### src/rtl/sld_pkg.sv
`timescale 1ns / 1ps
`default_nettype none

package sld_pkg;

  localparam int BYTE_W        = 8;
  localparam int MAX_FRAME_DEF = 64;
  localparam int OUT_LIMIT     = 64;
  localparam int OCNT_W        = $clog2(OUT_LIMIT + 1);

  localparam logic [BYTE_W-1:0] SYNC_RESET = 8'h55;
  localparam logic [BYTE_W-1:0] MIN_LEN    = 8'd3;

  localparam logic [2:0] REG_SYNC_ADDR = 3'd0;

  typedef enum logic [2:0] {
    ST_IDLE,
    ST_RD,
    ST_PROC,
    ST_ERD,
    ST_EOUT,
    ST_FIN
  } state_t;

  typedef struct packed {
    logic              push;
    logic [BYTE_W-1:0] data;
    logic              fend;
    logic              flush;
  } out_req_t;

  typedef struct packed {
    logic can_push;
    logic can_flush;
    logic hold_v;
  } out_stat_t;

endpackage

`default_nettype wire

### src/rtl/sync_length_xor_deframer_top.sv
// A byte that causes no result is written to the history memory and scanned, and scanned
// again as a sync byte when it is a rejected length byte. Every rescanned byte and every
// emitted frame byte is fetched by a registered read of the single history memory; a
// request with results ends with a flush. Its last result passes through the memory read
// register, the hold register and the output register, and waits while the output stalls.
// Synchronous active-low reset returns to the sync hunt with sync_value 0x55.
`timescale 1ns / 1ps
`default_nettype none

module sync_length_xor_deframer_top #(
  parameter int MAX_FRAME = sld_pkg::MAX_FRAME_DEF
) (
  input  wire logic        clk,
  input  wire logic        rst_n,
  input  wire logic        in_tvalid,
  output logic             in_tready,
  input  wire logic [7:0]  in_tdata,   // [7:0] in_byte
  output logic             out_tvalid,
  input  wire logic        out_tready,
  output logic      [7:0]  out_tdata,  // [7:0] out_byte
  output logic             out_tlast,
  output logic             out_tuser,  // [0] run_last
  input  wire logic        cfg_psel,
  input  wire logic        cfg_penable,
  input  wire logic        cfg_pwrite,
  input  wire logic [2:0]  cfg_paddr,
  input  wire logic [31:0] cfg_pwdata,
  output logic      [31:0] cfg_prdata,
  output logic             cfg_pready
);
  import sld_pkg::*;

  localparam int AW = $clog2(MAX_FRAME);

  logic [BYTE_W-1:0] sync_r, sync_nxt;
  logic              cfg_hit;
  logic              mem_wr_en;
  logic [AW-1:0]     mem_waddr;
  logic [BYTE_W-1:0] mem_wdata;
  logic              mem_rd_en;
  logic [AW-1:0]     mem_raddr;
  logic [BYTE_W-1:0] mem_rdata;
  out_req_t          oreq;
  out_stat_t         ostat;

  assign cfg_pready = 1'b1;
  assign cfg_hit    = (cfg_paddr == REG_SYNC_ADDR);
  assign cfg_prdata = cfg_hit ? {24'd0, sync_r} : 32'd0;

  always_comb begin
    sync_nxt = sync_r;
    if (cfg_psel && cfg_penable && cfg_pwrite && cfg_hit) begin
      sync_nxt = cfg_pwdata[BYTE_W-1:0];
    end
  end

  always_ff @(posedge clk) begin
    if (!rst_n) begin
      sync_r <= SYNC_RESET;
    end else begin
      sync_r <= sync_nxt;
    end
  end

  sld_hist_mem #(
    .AW (AW)
  ) u_mem (
    .clk   (clk),
    .wr_en (mem_wr_en),
    .waddr (mem_waddr),
    .wdata (mem_wdata),
    .rd_en (mem_rd_en),
    .raddr (mem_raddr),
    .rdata (mem_rdata)
  );

  sld_ctrl #(
    .MAX_FRAME (MAX_FRAME),
    .AW        (AW)
  ) u_ctrl (
    .clk        (clk),
    .rst_n      (rst_n),
    .sync_value (sync_r),
    .in_tvalid  (in_tvalid),
    .in_tready  (in_tready),
    .in_tdata   (in_tdata),
    .wr_en      (mem_wr_en),
    .waddr      (mem_waddr),
    .wdata      (mem_wdata),
    .rd_en      (mem_rd_en),
    .raddr      (mem_raddr),
    .rdata      (mem_rdata),
    .req        (oreq),
    .stat       (ostat)
  );

  sld_out u_out (
    .clk        (clk),
    .rst_n      (rst_n),
    .req        (oreq),
    .stat       (ostat),
    .out_tvalid (out_tvalid),
    .out_tready (out_tready),
    .out_tdata  (out_tdata),
    .out_tlast  (out_tlast),
    .out_tuser  (out_tuser)
  );

endmodule

`default_nettype wire

### src/rtl/sld_hist_mem.sv
`timescale 1ns / 1ps
`default_nettype none

module sld_hist_mem #(
  parameter int AW = 6
) (
  input  wire logic                      clk,
  input  wire logic                      wr_en,
  input  wire logic [AW-1:0]             waddr,
  input  wire logic [sld_pkg::BYTE_W-1:0] wdata,
  input  wire logic                      rd_en,
  input  wire logic [AW-1:0]             raddr,
  output logic      [sld_pkg::BYTE_W-1:0] rdata
);
  import sld_pkg::*;

  localparam int DEPTH = 1 << AW;

  logic [BYTE_W-1:0] mem [DEPTH];
  logic [BYTE_W-1:0] q_r;

  always_ff @(posedge clk) begin
    if (wr_en) begin
      mem[waddr] <= wdata;
    end
  end

  always_ff @(posedge clk) begin
    if (rd_en) begin
      q_r <= mem[raddr];
    end
  end

  assign rdata = q_r;

endmodule

`default_nettype wire

### src/rtl/sld_out.sv
`timescale 1ns / 1ps
`default_nettype none

module sld_out (
  input  wire logic                      clk,
  input  wire logic                      rst_n,
  input  wire sld_pkg::out_req_t         req,
  output sld_pkg::out_stat_t             stat,
  output logic                           out_tvalid,
  input  wire logic                      out_tready,
  output logic      [sld_pkg::BYTE_W-1:0] out_tdata,
  output logic                           out_tlast,
  output logic                           out_tuser
);
  import sld_pkg::*;

  logic              hold_v_r, hold_v_nxt;
  logic [BYTE_W-1:0] hold_data_r, hold_data_nxt;
  logic              hold_end_r, hold_end_nxt;
  logic              out_v_r, out_v_nxt;
  logic [BYTE_W-1:0] out_data_r, out_data_nxt;
  logic              out_end_r, out_end_nxt;
  logic              out_last_r, out_last_nxt;
  logic              out_free;

  assign out_free       = !out_v_r || out_tready;
  assign stat.can_push  = !hold_v_r || out_free;
  assign stat.can_flush = out_free;
  assign stat.hold_v    = hold_v_r;

  always_comb begin
    hold_v_nxt    = hold_v_r;
    hold_data_nxt = hold_data_r;
    hold_end_nxt  = hold_end_r;
    out_v_nxt     = out_v_r;
    out_data_nxt  = out_data_r;
    out_end_nxt   = out_end_r;
    out_last_nxt  = out_last_r;
    if (out_tready) begin
      out_v_nxt = 1'b0;
    end
    if (req.push) begin
      if (hold_v_r) begin
        out_v_nxt    = 1'b1;
        out_data_nxt = hold_data_r;
        out_end_nxt  = hold_end_r;
        out_last_nxt = 1'b0;
      end
      hold_v_nxt    = 1'b1;
      hold_data_nxt = req.data;
      hold_end_nxt  = req.fend;
    end else if (req.flush) begin
      out_v_nxt    = 1'b1;
      out_data_nxt = hold_data_r;
      out_end_nxt  = hold_end_r;
      out_last_nxt = 1'b1;
      hold_v_nxt   = 1'b0;
    end
  end

  always_ff @(posedge clk) begin
    if (!rst_n) begin
      hold_v_r <= 1'b0;
      out_v_r  <= 1'b0;
    end else begin
      hold_v_r <= hold_v_nxt;
      out_v_r  <= out_v_nxt;
    end
  end

  always_ff @(posedge clk) begin
    hold_data_r <= hold_data_nxt;
    hold_end_r  <= hold_end_nxt;
    out_data_r  <= out_data_nxt;
    out_end_r   <= out_end_nxt;
    out_last_r  <= out_last_nxt;
  end

  assign out_tvalid = out_v_r;
  assign out_tdata  = out_data_r;
  assign out_tlast  = out_end_r;
  assign out_tuser  = out_last_r;

  assert property (@(posedge clk) disable iff (!rst_n) req.push |-> stat.can_push)
    else $error("Result pushed while the output stage is full.");
  assert property (@(posedge clk) disable iff (!rst_n) req.flush |-> (hold_v_r && out_free))
    else $error("Flush without a held result or a free output register.");
  assert property (@(posedge clk) disable iff (!rst_n)
                   (out_v_r && !out_tready && !req.push && !req.flush) |=> out_v_r)
    else $error("Pending result lost without a transfer.");

endmodule

`default_nettype wire

### src/rtl/sld_ctrl.sv
`timescale 1ns / 1ps
`default_nettype none

module sld_ctrl #(
  parameter int MAX_FRAME = sld_pkg::MAX_FRAME_DEF,
  parameter int AW        = 6
) (
  input  wire logic                      clk,
  input  wire logic                      rst_n,
  input  wire logic [sld_pkg::BYTE_W-1:0] sync_value,
  input  wire logic                      in_tvalid,
  output logic                           in_tready,
  input  wire logic [sld_pkg::BYTE_W-1:0] in_tdata,
  output logic                           wr_en,
  output logic      [AW-1:0]             waddr,
  output logic      [sld_pkg::BYTE_W-1:0] wdata,
  output logic                           rd_en,
  output logic      [AW-1:0]             raddr,
  input  wire logic [sld_pkg::BYTE_W-1:0] rdata,
  output sld_pkg::out_req_t              req,
  input  wire sld_pkg::out_stat_t        stat
);
  import sld_pkg::*;

  localparam logic [BYTE_W-1:0] MAX_LEN = BYTE_W'(MAX_FRAME);

  state_t            state_r, state_nxt;
  logic [AW-1:0]     wptr_r, wptr_nxt;
  logic [AW-1:0]     rptr_r, rptr_nxt;
  logic [AW-1:0]     sync_pos_r, sync_pos_nxt;
  logic [AW-1:0]     eptr_r, eptr_nxt;
  logic [BYTE_W-1:0] ecnt_r, ecnt_nxt;
  logic [BYTE_W-1:0] fill_r, fill_nxt;
  logic [BYTE_W-1:0] len_r, len_nxt;
  logic [BYTE_W-1:0] xor_r, xor_nxt;
  logic              in_frame_r, in_frame_nxt;
  logic [BYTE_W-1:0] byte_r, byte_nxt;
  logic              src_mem_r, src_mem_nxt;
  logic [OCNT_W-1:0] cnt_r, cnt_nxt;
  logic [BYTE_W-1:0] cur;
  logic              advance;
  logic              emit_done;

  assign cur = src_mem_r ? rdata : byte_r;

  always_comb begin
    state_nxt    = state_r;
    wptr_nxt     = wptr_r;
    rptr_nxt     = rptr_r;
    sync_pos_nxt = sync_pos_r;
    eptr_nxt     = eptr_r;
    ecnt_nxt     = ecnt_r;
    fill_nxt     = fill_r;
    len_nxt      = len_r;
    xor_nxt      = xor_r;
    in_frame_nxt = in_frame_r;
    byte_nxt     = byte_r;
    src_mem_nxt  = src_mem_r;
    cnt_nxt      = cnt_r;
    in_tready    = 1'b0;
    wr_en        = 1'b0;
    waddr        = wptr_r;
    wdata        = in_tdata;
    rd_en        = 1'b0;
    raddr        = rptr_r;
    req          = '0;
    req.data     = rdata;
    req.fend     = (ecnt_r == '0);
    advance      = 1'b0;
    emit_done    = 1'b0;

    unique case (state_r)
      ST_IDLE: begin
        in_tready = 1'b1;
        if (in_tvalid) begin
          wr_en       = 1'b1;
          wptr_nxt    = wptr_r + AW'(1);
          byte_nxt    = in_tdata;
          src_mem_nxt = 1'b0;
          cnt_nxt     = '0;
          state_nxt   = ST_PROC;
        end
      end
      ST_RD: begin
        rd_en       = 1'b1;
        src_mem_nxt = 1'b1;
        state_nxt   = ST_PROC;
      end
      ST_PROC: begin
        if (!in_frame_r) begin
          if (cur == sync_value) begin
            sync_pos_nxt = rptr_r;
            fill_nxt     = 8'd1;
            xor_nxt      = cur;
            in_frame_nxt = 1'b1;
          end
          rptr_nxt = rptr_r + AW'(1);
          advance  = 1'b1;
        end else if (fill_r == 8'd1) begin
          if (cur < MIN_LEN || cur > MAX_LEN) begin
            in_frame_nxt = 1'b0;
            fill_nxt     = '0;
          end else begin
            len_nxt  = cur;
            xor_nxt  = xor_r ^ cur;
            fill_nxt = 8'd2;
            rptr_nxt = rptr_r + AW'(1);
            advance  = 1'b1;
          end
        end else if ((fill_r + 8'd1) < len_r && fill_r < MAX_LEN) begin
          fill_nxt = fill_r + 8'd1;
          xor_nxt  = xor_r ^ cur;
          rptr_nxt = rptr_r + AW'(1);
          advance  = 1'b1;
        end else begin
          in_frame_nxt = 1'b0;
          fill_nxt     = '0;
          xor_nxt      = '0;
          if (cur == xor_r) begin
            eptr_nxt  = sync_pos_r;
            ecnt_nxt  = fill_r + 8'd1;
            rptr_nxt  = rptr_r + AW'(1);
            state_nxt = ST_ERD;
          end else begin
            rptr_nxt = sync_pos_r + AW'(1);
            advance  = 1'b1;
          end
        end
        if (advance) begin
          if (rptr_nxt != wptr_r) begin
            state_nxt = ST_RD;
          end else if (stat.hold_v) begin
            state_nxt = ST_FIN;
          end else begin
            state_nxt = ST_IDLE;
          end
        end
      end
      ST_ERD: begin
        rd_en     = 1'b1;
        raddr     = eptr_r;
        eptr_nxt  = eptr_r + AW'(1);
        ecnt_nxt  = ecnt_r - 8'd1;
        state_nxt = ST_EOUT;
      end
      ST_EOUT: begin
        if (cnt_r == OCNT_W'(OUT_LIMIT)) begin
          emit_done = 1'b1;
        end else if (stat.can_push) begin
          req.push  = 1'b1;
          cnt_nxt   = cnt_r + OCNT_W'(1);
          emit_done = 1'b1;
        end
        if (emit_done) begin
          if (ecnt_r != '0) begin
            state_nxt = ST_ERD;
          end else if (rptr_r != wptr_r) begin
            state_nxt = ST_RD;
          end else begin
            state_nxt = ST_FIN;
          end
        end
      end
      ST_FIN: begin
        if (!stat.hold_v) begin
          state_nxt = ST_IDLE;
        end else if (stat.can_flush) begin
          req.flush = 1'b1;
          state_nxt = ST_IDLE;
        end
      end
      default: begin
        state_nxt = ST_IDLE;
      end
    endcase
  end

  always_ff @(posedge clk) begin
    if (!rst_n) begin
      state_r    <= ST_IDLE;
      wptr_r     <= '0;
      rptr_r     <= '0;
      fill_r     <= '0;
      len_r      <= '0;
      xor_r      <= '0;
      in_frame_r <= 1'b0;
      ecnt_r     <= '0;
      cnt_r      <= '0;
    end else begin
      state_r    <= state_nxt;
      wptr_r     <= wptr_nxt;
      rptr_r     <= rptr_nxt;
      fill_r     <= fill_nxt;
      len_r      <= len_nxt;
      xor_r      <= xor_nxt;
      in_frame_r <= in_frame_nxt;
      ecnt_r     <= ecnt_nxt;
      cnt_r      <= cnt_nxt;
    end
  end

  always_ff @(posedge clk) begin
    sync_pos_r <= sync_pos_nxt;
    eptr_r     <= eptr_nxt;
    byte_r     <= byte_nxt;
    src_mem_r  <= src_mem_nxt;
  end

  assert property (@(posedge clk) disable iff (!rst_n) (state_r == ST_IDLE) |-> (rptr_r == wptr_r))
    else $error("Input taken while buffered bytes remain unscanned.");
  assert property (@(posedge clk) disable iff (!rst_n)
                   in_frame_r |-> (fill_r != '0 && fill_r <= MAX_LEN))
    else $error("Open frame with an impossible fill count.");
  assert property (@(posedge clk) disable iff (!rst_n) (state_r == ST_ERD) |-> (ecnt_r != '0))
    else $error("Frame emission read past the frame end.");
  assert property (@(posedge clk) disable iff (!rst_n) (!in_frame_r) |-> (fill_r == '0))
    else $error("Fill count left behind after a frame closed.");

endmodule

`default_nettype wire
### config.mk
export PLATFORM = sky130hd
export DESIGN_NAME = sync_length_xor_deframer_top
export DESIGN_NICKNAME = d
export VERILOG_FILES = /design/src/rtl/sld_pkg.sv /design/src/rtl/sync_length_xor_deframer_top.sv /design/src/rtl/sld_hist_mem.sv /design/src/rtl/sld_out.sv /design/src/rtl/sld_ctrl.sv
export SDC_FILE = /design/constraint.sdc
export NUM_CORES = 1
export LEC_CHECK = 0
export BUFFER_PORTS_ARGS = -buffer_cell sky130_fd_sc_hd__buf_4
export CAP_MARGIN = 10
export CORE_ASPECT_RATIO = 0.9
export CORE_MARGIN = 5
export CORE_UTILIZATION = 40
export DETAILED_ROUTE_END_ITERATION = 12
export GPL_TIMING_DRIVEN = 0
export PLACE_DENSITY_LB_ADDON = 0.08
export SETUP_SLACK_MARGIN = 0.2
export SYNTH_ARGS = -nofsm -noshare
export SYNTH_HDL_FRONTEND = slang
export SYNTH_HIERARCHICAL = 1
export SYNTH_SLANG_ARGS = --single-unit
### constraint.sdc
create_clock -name clk -period 4.5 [get_ports clk]
set_input_delay 0.675 -clock clk [delete_from_list [all_inputs] [get_ports clk]]
set_output_delay 0.675 -clock clk [all_outputs]
set_load 0.01 [all_outputs]
Word level (Yosys, flattened, before mapping)

Memories as Yosys holds them, arrays and structs flattened. A register that Yosys moved wholly into a read port is not among the register bits.
Cells that the tools add are included.

Register bits: 105
Bits in latches: 0
Bits in writable memories: 512
Bits in read-only memories: 0
Logic and storage cells: 179
Memories kept: 1

Add/sub/neg operators: 7
Multipliers: 0
Divide/modulo/power cells: 0
Order comparisons: 4
Equality and inequality tests: 26
Shift operators: 0
Muxes and demuxes: 88
Bitwise logic cells: 3
Reductions and logical operators: 29

Memory list:

| memory    | depth | bits a word | read ports | clocked after Yosys merged registers in | write ports | line               | RTL |
|---|---|---|---|---|---|---|---|
| u_mem.mem | 64    | 8           | 1          | 1                                       | 1           | sld_hist_mem.sv:19 | `logic [BYTE_W-1:0] mem [DEPTH];` |

Operators with widths:

| operator                                                      | number |
|---|---|
| 2-to-1 mux 8 bit                                              | 18 |
| 2-to-1 mux 6 bit                                              | 11 |
| 2-to-1 mux 3 bit                                              | 13 |
| 2-to-1 mux 1 bit                                              | 37 |
| adder 6 x 1 -> 6 bit, second input constant                   | 4 |
| 2-to-1 mux 7 bit                                              | 3 |
| one-hot mux 3 bit (6 select lines)                            | 1 |
| == test 8 bit                                                 | 2 |
| one-hot mux 8 bit (2 select lines)                            | 1 |
| one-hot mux 7 bit (2 select lines)                            | 1 |
| inequality test 3 bit, second input constant                  | 4 |
| inequality test 6 bit                                         | 2 |
| one-hot mux 6 bit (2 select lines)                            | 1 |
| inequality test 2 bit, second input constant                  | 5 |
| nonzero test 2 bit                                            | 5 |
| adder 8 x 1 -> 8 bit, second input constant                   | 1 |
| == test 8 x 1 -> 1 bit, second input constant                 | 1 |
| greater-than comparator 8 x 7 -> 1 bit, second input constant | 1 |
| logical NOT 8 bit                                             | 1 |
| less-than comparator 8 x 2 -> 1 bit, second input constant    | 1 |
| less-than comparator 8 x 7 -> 1 bit, second input constant    | 1 |
| less-than comparator 8 bit                                    | 1 |
| inequality test 2 x 1 -> 1 bit, second input constant         | 4 |
| AND reduction 2 bit                                           | 4 |
| other kinds (21)                                              | 34 |

Longest topological paths before layout

Word-level depth: 11
Mapped depth: 16
Depth with buffers taken out: 14

Modules after synthesis

Netlist, hierarchy kept.

Modules (own cells, without submodules):

| module                       | instances | cells each | area an instance (sq um) |
|---|---|---|---|
| sld_hist_mem                 | 1         | 972        | 20270.7 |
| sld_ctrl                     | 1         | 598        | 5046.1 |
| sld_out                      | 1         | 31         | 679.4 |
| sync_length_xor_deframer_top | 1         | 73         | 600.6 |

Worst setup path after synthesis

OpenSTA, ideal clock, no wires.

Path type: flip-flop to flip-flop
Start point: register u_ctrl.fill_r[0]
End point: register u_ctrl.state_r[2]
Library setup time: 59 ps
Arrival time: 3313 ps
Required time: 4441 ps
Path slack: 1128 ps
Cell stages (with the launch flop): 15
Clock period less this slack: 3372 ps
Cells stage by stage: dfxtp_1 > and3_1 > nand3_1 > nor2_1 > xor2_1 > ha_1 > a2111oi_0 > o21a_1 > o21ai_0 > and2_1 > o311a_1 > a211oi_1 > o2111ai_1 > nor4_2 > o211a_1

Word-level cells in the longest chain between the ends: 11
Elaborated cells between the ends (all ways): 22
Those cells by class: add/sub: 1; order compare: 2; eq/ne: 6; mux: 11; reduce/logical: 2

Ends and longest elaborated chain:

| element                            | line            | RTL |
|---|---|---|
| start, declared                    | sld_ctrl.sv:33  | `logic [BYTE_W-1:0] fill_r, fill_nxt;` |
| start signal, assigned             | sld_ctrl.sv:193 | `fill_r <= fill_nxt;` |
| adder 8 x 1 -> 8 bit               | sld_ctrl.sv:110 | `end else if ((fill_r + 8'd1) < len_r && fill_r < MAX_LEN) begin` |
| less-than comparator 8 bit         | sld_ctrl.sv:110 |  |
| logical AND 1 bit                  | sld_ctrl.sv:110 |  |
| 2-to-1 mux 6 bit                   | sld_ctrl.sv:110 |  |
| 2-to-1 mux 6 bit                   | sld_ctrl.sv:99  | `end else if (fill_r == 8'd1) begin` |
| 2-to-1 mux 6 bit                   | sld_ctrl.sv:90  | `if (!in_frame_r) begin` |
| 2-to-1 mux 6 bit                   | sld_ctrl.sv:72  | `unique case (state_r)` |
| inequality test 6 bit              | sld_ctrl.sv:130 | `if (rptr_nxt != wptr_r) begin` |
| 2-to-1 mux 3 bit                   | sld_ctrl.sv:130 |  |
| 2-to-1 mux 3 bit                   | sld_ctrl.sv:129 | `if (advance) begin` |
| one-hot mux 3 bit (6 select lines) | sld_ctrl.sv:72  |  |
| end signal, assigned               | sld_ctrl.sv:190 | `state_r <= state_nxt;` |
| end, declared                      | sld_ctrl.sv:27  | `state_t state_r, state_nxt;` |

Parallel ways exist; a longest one is shown, timed or not. The select of a mux whose other input is x is not followed.
A chain may end at the register's enable or synchronous reset.

Worst setup path after layout

Start point: register u_ctrl.state_r[1]
End point: register u_mem.q_r[4] (netlist: u_mem/rdata[4]) (read register of u_mem.mem) (data pin)

Elaborated cells between the ends (all ways): 5
Those cells by class: eq/ne: 2; mux: 2; reduce/logical: 1

RTL lines:

| element                | line                               | RTL |
|---|---|---|
| == test 3 x 2 -> 1 bit | sld_ctrl.sv:72                     |  |
| 2-to-1 mux 6 bit       | sld_ctrl.sv:72                     |  |
| via mem_raddr[2]       | sync_length_xor_deframer_top.sv:41 | `logic [AW-1:0] mem_raddr;` |
| end, declared          | sld_hist_mem.sv:20                 | `logic [BYTE_W-1:0] q_r;` |

The timed path passes the listed nets, and every way through them passes these cells.

==> impl_metrics.ini <==
[flow_run]
cap_violations = 0

[sta]
hold_viol_final = 0
period_minus_slack_ps = 4120
whs_ps = 266
finalMaxSlewViolations = 0
rsz0062_at_grt = false
tightestPinTransition_ps = 1210
clock.fmax_mhz = 243
clock_skew_ps = 24.1
period_share_pct = 91.5
slew_headroom_pct = 19.2
setup_viol = 0
fin_ws_ps = 381

[cts]
cts_tree = yes
cts_sinks = 625
cts_setup_buffers = 0
cts_buffers = 69
clkLatencyLatePin_ps = 610
htree_levels = 3
cts_resized = 42
clk_pin_slew_ps = 60
clk_path_buf_depth = 3
root_buffer = clkbuf_16
cts_hold_buf = 0

[synth]
async_flop_share_pct = 0
synth_xor_area_share_pct = 1.58
synthAdderAreaFrac_pct = 0.800
synth-main-ff-cell = edfxtp_1
synthMuxAreaShare_pct = 12.0
synthSimpleGateAreaFrac_pct = 7.56
synth.distinct_cells = 86
synth-seq-cells = 625
yosysTopAreaCellShare_pct = 63.2
synth_compound_area_share_pct = 6.34
synthCells = 1674
synth_warnings = 6
ys_top_cells_by_area = edfxtp_1 (63%), mux4_2 (11%), dfxtp_1 (4.9%), nor2_1 (2.1%), buf_4 (1.5%)
synth_edf_count = 560
synth.avg_cell_area_um2 = 15.9
synthesis.area_mm2 = 0.0266
yosysSeqAreaShare_pct = 68.1
synth_top_family_by_area = multiplexers
yosysTopAreaCell = edfxtp_1

[grt]
grt-ovfl-total = 0
grt_antenna_before_repair = 1
gr-max-usage-layer = met2
grt_max_degree = 65
grt_use_met2_pct = 32.7
use_met1_pct = 29.1
grt_use_total_pct = 20.6
grt_pass1_vias = 15300
grt_util_met3_pct = 4.51
grt_pass1_wl_um = 107000

[placed_design]
dpl.hpwl_um = 49900
dp.cells = 2606
portBuffers = 45
pre_cts_ws_ps = -673
gp_congestion = 0.882

[floorplanning]
coreArea_mm2 = 0.0657
ioPinCount = 95
chipHeight_um = 255
start_util_pct = 40.5
rows = 89
dieWidth_um = 282
dieArea_mm2 = 0.0718

[finish]
area_growth_pct = 14.3
final_cells = 2728
drive_above_1_share_pct = 21.8
fin_nets = 1880
finish.utilization_pct = 46.3
final_common_cell = edfxtp_1
final_cell_mix = edfxtp_1 (560), nor2_1 (150), mux4_2 (124)

[setup_path]
cp.arrival_ps = 4520
path_max_fanout = 10
worstSetupStartpointType = flop
critPathKind = flop to flop
cp-end-kind = flop
required_ps = 4900

[routing]
num_vias = 15600
drt_pass1_iterations = 5
wl_um = 74700
drtAntennaViolNets = 0
drc = 0
routedWlPerCell_um = 27.4
dr.first_iter.drc_count = 1568
viasPerCell = 5.71

[outcome]
outcome = finished clean

[power_and_ir_drop]
p_leak_uw = 0.00981
ir_worst_vdd_v = 0.000296
p_per_area_mw_per_mm2 = 440

[hold_path]
hp-class = input pin to flop
==> power breakdown <==
group          switching [µW]  internal (µW)  leakage [µW]
sequential               37.4           6370       0.00557
clock                    2270           3320       0.00109
combinational             855            518       0.00316
==> sequential cells by signal, indices dropped and copies added (netlist names), 3 cells and up <==
| name | count |
|---|---|
| u_mem/mem | 512 |
| sync_r | 8 |
| u_ctrl/byte_r | 8 |
| u_ctrl/ecnt_r | 8 |
| u_ctrl/fill_r | 8 |
| u_ctrl/len_r | 8 |
| u_ctrl/xor_r | 8 |
| u_mem/rdata | 8 |
| u_out/hold_data_r | 8 |
| u_out/out_tdata | 8 |
| u_ctrl/cnt_r | 7 |
| u_ctrl/eptr_r | 6 |
| u_ctrl/rptr_r | 6 |
| u_ctrl/sync_pos_r | 6 |
| u_ctrl/waddr | 6 |
| u_ctrl/state_r | 3 |
==> cell usage after synthesis, drive strengths merged, types with 9 or more instances <==
library cell,count
mux2,11
a22oi,17
xnor2,28
dfxtp,65
mux2i,28
nand2b,10
edfxtp,560
inv,32
o211ai,9
nor3,21
a31oi,15
o221ai,9
and2,18
nand3,39
a211oi,9
nand4,11
o22ai,29
o21ai,56
nor2b,24
nor2,151
a21oi,28
mux4,124
xor2,19
buf,84
clkbuf,46
nand2,87
ha,17
nor4,10
==> worst max-delay path: stages, from the launching register on <==
cell and delay (ps):
dfxtp_1 290, clkbuf_2 150, nor2b_2 200, nand2_1 210, clkbuf_2 270, clkbuf_2 250, nand2_1 70, nand2_1 320
buf_4 320, buf_4 270, buf_2 310, clkbuf_2 380, o221ai_1 190, o21ai_0 260, a22o_1 390
==> path summary, 6_finish.rpt <==
path	start	endpoint	slack (ps)	cells past startpoint
setup / recovery	u_ctrl/state_r[1]$_SDFFE_PN0P_	u_mem/rdata[4]$_DFFE_PP_	380	14
hold / removal	in_tdata[3]	u_ctrl/byte_r[3]$_DFFE_PP_	270	1
setup reg to reg	u_ctrl/state_r[1]$_SDFFE_PN0P_	u_mem/rdata[4]$_DFFE_PP_	380	14
hold reg to reg	u_out/hold_data_r[7]$_DFFE_PP_	u_out/out_tdata[7]$_DFFE_PP_	420	0
==> metal layers <==
metal / wire (µm) / vias up / share of wire [%]
met5: 13 / - / 0.017
met4: 1990 / 2 / 2.7
met3: 5420 / 126 / 7.3
met2: 34700 / 579 / 47
met1: 32500 / 8092 / 44
li1: - / 6785 / -
==> cell type report <==
| class | instances | area, µm² |
|---|---|---|
| inverter | 36 | 136 |
| buffer | 130 | 876 |
| timing repair buffer | 45 | 338 |
| antenna | 1 | 2.50 |
| clock buffer | 86 | 1850 |
| sequential | 625 | 18100 |
| multi-input combinational | 906 | 7650 |
| tap | 864 | 1080 |
| clock inverter | 35 | 360 |
| fill | 5697 | 35300 |
==> logic make-up after synthesis <==
group	count (synthesis)
AOI/OAI and AO/OA	240
xor gates and xnor gates	47
adders and majority gates	17
buffers and inverters	166
DFF	625
muxes	163
other	2
and+or+nand+nor	414
==> metrics by stage <==
| step | area (µm²) | power, µW | TNS (ps) |
|---|---|---|---|
| after floorplan | 26700 | 7340 | 0 |
| after global placement | 28100 | 7870 | -4390 |
| after detailed placement | 28100 | 7880 | -4240 |
| after CTS | 30400 | 13500 | 0 |
| after global routing | 30400 | 13800 | 0 |
| final | 30400 | 13400 | 0 |
No activity file was read; power rests on OpenSTA's default activity.
